### config.mk
export PLATFORM = sky130hd
export DESIGN_NAME = mlec_cell
export DESIGN_NICKNAME = d
export VERILOG_FILES = /design/src/hdl/mlec_pkg.sv /design/src/hdl/mlec_cell.sv
export SDC_FILE = /design/constraint.sdc
export NUM_CORES = 1
export LEC_CHECK = 0
export BUFFER_PORTS_ARGS = -buffer_cell sky130_fd_sc_hd__buf_4
export CORE_MARGIN = 1.5
export CORE_UTILIZATION = 45
export CTS_BUF_LIST = sky130_fd_sc_hd__clkbuf_4
export CTS_CLUSTER_DIAMETER = 50
export CTS_CLUSTER_SIZE = 14
export DETAILED_ROUTE_END_ITERATION = 10
export PLACE_DENSITY = 0.83
export SETUP_SLACK_MARGIN = 0.15
export SLEW_MARGIN = 20
export SYNTH_ARGS = -nofsm -noshare
export SYNTH_HDL_FRONTEND = slang
export SYNTH_SLANG_ARGS = --single-unit
### constraint.sdc
create_clock -name i_clk -period 2.7 [get_ports i_clk]
set_input_delay 0.54 -clock i_clk [delete_from_list [all_inputs] [get_ports i_clk]]
set_output_delay 0.54 -clock i_clk [all_outputs]
set_load 0.005 [all_outputs]
### src/hdl/mlec_pkg.sv
// ----------------------------------------------------------------------------
// mlec_pkg: shared types and codes for the MAC learn event coalescer
// Command, result and operation codes, the slot record, cell status and control, FSM states.
// ----------------------------------------------------------------------------
package mlec_pkg;

    localparam logic [1:0] CMD_ADD   = 2'd0;
    localparam logic [1:0] CMD_DEL   = 2'd1;
    localparam logic [1:0] CMD_FLUSH = 2'd2;

    localparam logic [1:0] KIND_STATUS = 2'd0;
    localparam logic [1:0] KIND_ENTRY  = 2'd1;
    localparam logic [1:0] KIND_EMPTY  = 2'd2;

    localparam logic [2:0] ST_INSERTED = 3'd0;
    localparam logic [2:0] ST_UPDATED  = 3'd1;
    localparam logic [2:0] ST_REMOVED  = 3'd2;
    localparam logic [2:0] ST_KEPT     = 3'd3;
    localparam logic [2:0] ST_DROPPED  = 3'd4;

    localparam logic [1:0] OPER_ADD  = 2'd0;
    localparam logic [1:0] OPER_DEL  = 2'd1;
    localparam logic [1:0] OPER_MOVE = 2'd2;

    typedef struct packed {
        logic [47:0] mac;
        logic [11:0] vlan;
        logic [2:0]  unit;
        logic [7:0]  port;
        logic [1:0]  oper;
    } t_entry;

    // per-cell report to the controller
    typedef struct packed {
        logic hit;
        logic same_port;
    } t_cell_stat;

    // controller commands broadcast to every cell
    typedef struct packed {
        logic   upd;      // write port/oper on the hit cell
        logic   rem;      // clear live on the hit cell
        logic   ins;      // write the event into cell ins_sel
        logic   shift;    // advance the drain chain by one
        logic   load;     // copy live entries into the drain chain
        logic   clr;      // clear every live bit
        t_entry ev;
    } t_cell_ctl;

    typedef enum logic [1:0] {
        S_IDLE,
        S_EVENT,
        S_LOAD,
        S_DRAIN
    } t_state;

endpackage

### src/hdl/mlec_cell.sv
// ----------------------------------------------------------------------------
// mlec_cell: one table slot
// Holds an entry, compares it against the event key and forms one stage of
// the drain chain, passing its entry towards slot 0 on each shift.
// ----------------------------------------------------------------------------
module mlec_cell (
    input  logic                 i_clk,
    input  logic                 i_rst_n,
    input  mlec_pkg::t_cell_ctl  i_ctl,
    input  logic                 i_ins_sel,
    input  logic                 i_hit_sel,
    input  logic                 i_chain_vld,
    input  mlec_pkg::t_entry     i_chain,
    output logic                 o_chain_vld,
    output mlec_pkg::t_entry     o_chain,
    output mlec_pkg::t_cell_stat o_stat
);

    logic             r_live;
    mlec_pkg::t_entry r_ent;
    logic             r_dvld;
    mlec_pkg::t_entry r_dent;

    assign o_stat.hit = r_live && r_ent.mac == i_ctl.ev.mac
                        && r_ent.vlan == i_ctl.ev.vlan && r_ent.unit == i_ctl.ev.unit;
    assign o_stat.same_port = r_ent.port == i_ctl.ev.port;
    assign o_chain_vld = r_dvld;
    assign o_chain     = r_dent;

    always_ff @(posedge i_clk) begin
        if (!i_rst_n) begin
            r_live <= 1'b0;
            r_dvld <= 1'b0;
        end else begin
            if (i_ctl.clr) begin
                r_live <= 1'b0;
            end else if (i_ctl.ins && i_ins_sel) begin
                r_live <= 1'b1;
            end else if (i_ctl.rem && i_hit_sel) begin
                r_live <= 1'b0;
            end
            if (i_ctl.load) begin
                r_dvld <= r_live;
            end else if (i_ctl.shift) begin
                r_dvld <= i_chain_vld;
            end
        end
    end

    always_ff @(posedge i_clk) begin
        if (i_ctl.ins && i_ins_sel) begin
            r_ent <= i_ctl.ev;
        end else if (i_ctl.upd && i_hit_sel) begin
            r_ent.port <= i_ctl.ev.port;
            r_ent.oper <= i_ctl.ev.oper;
        end
        if (i_ctl.load) begin
            r_dent <= r_ent;
        end else if (i_ctl.shift) begin
            r_dent <= i_chain;
        end
    end

endmodule
==> impl_metrics.csv <==
group,metric,value,unit
clock_network,postCtsHoldBufs,0,
floorplan,floorplan.die_area,14400,µm²
clock_network,clk_pin_slew,110,ps
route,drt_wl_total,14.0,mm
grt,grt_max_degree,76,
grt,grt_overflow,0,
power,clkPwrFrac,32.1,%
route,vias,3919,
timing,rsz0062_at_grt,"yes",
critical_path,cp_slowest_cell,"or4_4",
timing,period_minus_slack,3140,ps
finish,fillers,1011,
clock_network,cts-root-buf,"clkbuf_4",
clock_network,clockBufferDepth,2,
placed_design,port_buffers,232,
placed_design,gp_congestion,0.775,
timing,holdWs,159,ps
critical_path,cp-start-kind,"flop",
yosys,synth_area_per_cell,17.7,µm²
floorplan,die_w,120,µm
power,ir_drop,0.345,mV
placed_design,dpl.hpwl,10.3,mm
floorplan,initial_core_util,46.2,%
timing,slew_violations,0,
power,power_switching,1.10,mW
critical_path,path_class,"flop to output pin",
finish,finalInstanceArea,8530,µm²
timing,max_slew_margin,63.3,%
critical_path,cpPeakStageDelay,540,ps
timing,clock_skew,13.6,ps
min_path,hold_path_end,"r_live$_SDFFE_PP0P_",
grt,grt_pass1_vias,4140,
yosys,yosys_warnings,0,
critical_path,worstPathMaxFanout,2,
timing,tns,-437,ps
critical_path,timing.rr.end,"o_chain[42]$_DFFE_PP_",
critical_path,endpoint_kind,"output pin",
run_status,failed_checks,"negative setup slack",
finish,area_delta_synth_final,38.9,%
timing,setup_ws,-437,ps
yosys,synth-seq-area-share,72.0,%
min_path,hp-class,"input pin to flop",
finish,drive_above_1_share,56.8,%
yosys,synth.cell_area,6150,µm²
run_status,status,"finished with violations",
floorplan,ioPinCount,233,
power,p_int,4.11,mW
finish,layout.nets,753,
timing,finalHoldViolCount,0,
timing,finalSetupViolCount,1,
clock_network,post-cts-setup-buffer-count,0,
power,p_comb_share,13.4,%
critical_path,crit_required,2160,ps
route,drt-wirelength-per-cell,17.9,µm
clock_network,clk_latency,530,ps
critical_path,crit_top_cell,"buf_4",
yosys,ys_seq_elements,148,
route,dr.pass1.iters,4,
flow_run,cap_violations,0,
power,cellLeakagePower,3.42,nW
critical_path,regToRegSetupSlack,1730,ps
route,drc,0,
yosys,syn_nets,504,
critical_path,r2r_cells,1,
timing,max_freq,319,MHz
yosys,syn_inst,347,
timing,fin_crit_sh,116,%
clock_network,cts_tree,"built",
finish,utilization,64.2,%
grt,grt_use_total,20.1,%
critical_path,cp_cell_sequence,"xor2_1 -> nor4_2 -> buf_4 -> nand4_1 -> or4_4 -> nor4_4 -> buf_4",
yosys,yosysUniqueCellTypes,28,
timing,worstMarginPinSlew,551,ps
clock_network,h-tree-depth,4,
route,via_per_inst,4.99,
power,p_per_area,610,nW/µm²
critical_path,r2r-start,"r_ent[42]$_DFFE_PP_",
min_path,hp-start,"i_ctl[73]",
clock_network,cts_buffers,17,
route,dr.first_iter.drc_count,295,
critical_path,arrival,2600,ps
floorplan,rows,42,
placed_design,placed_area,8130,µm²
min_path,whs_path_depth,2,
route,ant_nets,0,
power,seqPwrFrac,54.5,%
clock_network,cts_sinks,148,
floorplan,core,13300,µm²
floorplan,die_h,120,µm
grt,grt_pass1_wl,21.7,mm
grt,antenna_found_initial,0,
power,switching_share,21.1,%
power groups by stage:
stage	combinational, mW	sequential, mW	clock (mW)
global route	0.754	2.86	1.80
finish	0.697	2.84	1.67
CTS	0.704	2.84	1.72
floorplan	0.251	2.88	0
global placement	0.679	2.88	0
detailed placement	0.697	2.89	0
registers in the layout, indices dropped and copies added, names as in the netlist:
signal / flops
o_chain: 73
r_live: 1
o_chain_vld: 1
r_ent: 73
kinds of logic after synthesis:
| group | after synthesis | synth area share [%] |
|---|---|---|
| buffers and inverters | 21 | 1.28 |
| and+or+nand+nor | 30 | 2.97 |
| AOI/OAI and AO/OA | 15 | 1.81 |
| muxes | 74 | 13.5 |
| DFF | 148 | 72.0 |
| xor gates and xnor gates | 59 | 8.41 |
cell type report:
| class | instances | area (µm²) | area share, % |
|---|---|---|---|
| inverter | 13 | 48.8 | 0.572 |
| timing repair buffer | 238 | 1810 | 21.2 |
| multi-input combinational | 178 | 1670 | 19.6 |
| clock buffer | 19 | 143 | 1.67 |
| sequential | 148 | 4420 | 51.8 |
| tap | 176 | 220 | 2.58 |
| clock inverter | 13 | 211 | 2.48 |
| antenna | 1 | 2.50 | 0.0293 |
how the worst max path moves through the flow:
stage	startpoint	endpoint	slack (ps)	cells past startpoint
after floorplan	i_ctl[40]	o_stat[1]	330	5
after global placement	i_ctl[56]	o_stat[1]	-460	8
after detailed placement	i_ctl[56]	o_stat[1]	-440	8
after CTS	r_ent[46]$_DFFE_PP_	o_stat[1]	-550	7
after global routing	r_ent[11]$_DFFE_PP_	o_stat[1]	-620	7
final	r_ent[46]$_DFFE_PP_	o_stat[1]	-440	7
Yosys cell counts (all sizes together):
master | instances | area (µm²)
edfxtp | 146 | 4380
mux2 | 73 | 822
xnor2 | 30 | 263
xor2 | 29 | 254
inv | 13 | 48.8
nor4 | 10 | 68.8
nand4 | 9 | 56.3
clkbuf | 5 | 18.8
nand2 | 4 | 15.0
a221oi | 3 | 26.3
buf | 3 | 11.3
o22ai | 3 | 18.8
and2 | 2 | 12.5
dfxtp | 2 | 40.0
o21ai | 2 | 10.0
o2bb2ai | 2 | 17.5
a21o | 1 | 7.51
a21oi | 1 | 5.00
a222oi | 1 | 10.0
a22oi | 1 | 7.51
mux2i | 1 | 10.0
nand3 | 1 | 5.00
nor2 | 1 | 3.75
nor3b | 1 | 7.51
o221ai | 1 | 8.76
or2 | 1 | 6.26
or4 | 1 | 7.51
layout by cell type (no fill, tap or decap), types with 2 or more instances in the layout:
cell type / n
mux2_2: 73
xor2_1: 29
o22ai_1: 3
dfxtp_1: 2
inv_1: 13
buf_4: 236
xnor2_1: 30
clkbuf_4: 19
o2bb2ai_1: 2
o21ai_0: 2
nor4_1: 7
nor4_2: 2
bufinv_16: 6
a221oi_1: 3
buf_12: 2
clkinv_1: 3
clkinv_2: 4
edfxtp_1: 146
nand2_1: 4
nand4_1: 9
layer usage:
layer | global-route usage [%] | vias up | wire length (µm)
met5 | 0 | - | 0
met1 | 23.9 | 1881 | 5440
met3 | 7.37 | 29 | 1170
met2 | 33.0 | 170 | 7070
met4 | 8.71 | 0 | 361
li1 | - | 1839 | -
critical path: cells and delay by family, from the launching register on:
| family | cells | cell delay (ps) |
|---|---|---|
| and+or+nand+nor | 4 | 1160 |
| DFF | 1 | 440 |
| xor gates and xnor gates | 1 | 170 |
| buffers and inverters | 2 | 320 |
what timing repair did:
item,in CTS,in global routing
pin swaps,5,1
endpoints found under the setup margin,1,1
resized for setup,4,0
stage by stage:
| stage | std cells | power (mW) | setup WS [ps] |
|---|---|---|---|
| finish | 786 | 5.21 | -437 |
| global route | 785 | 5.42 | -620 |
| CTS | 784 | 5.26 | -547 |
| detailed placement | 752 | 3.59 | -442 |
| global placement | 752 | 3.56 | -465 |
| floorplan | 347 | 3.14 | 330 |
No activity file was read; power rests on OpenSTA's default activity.
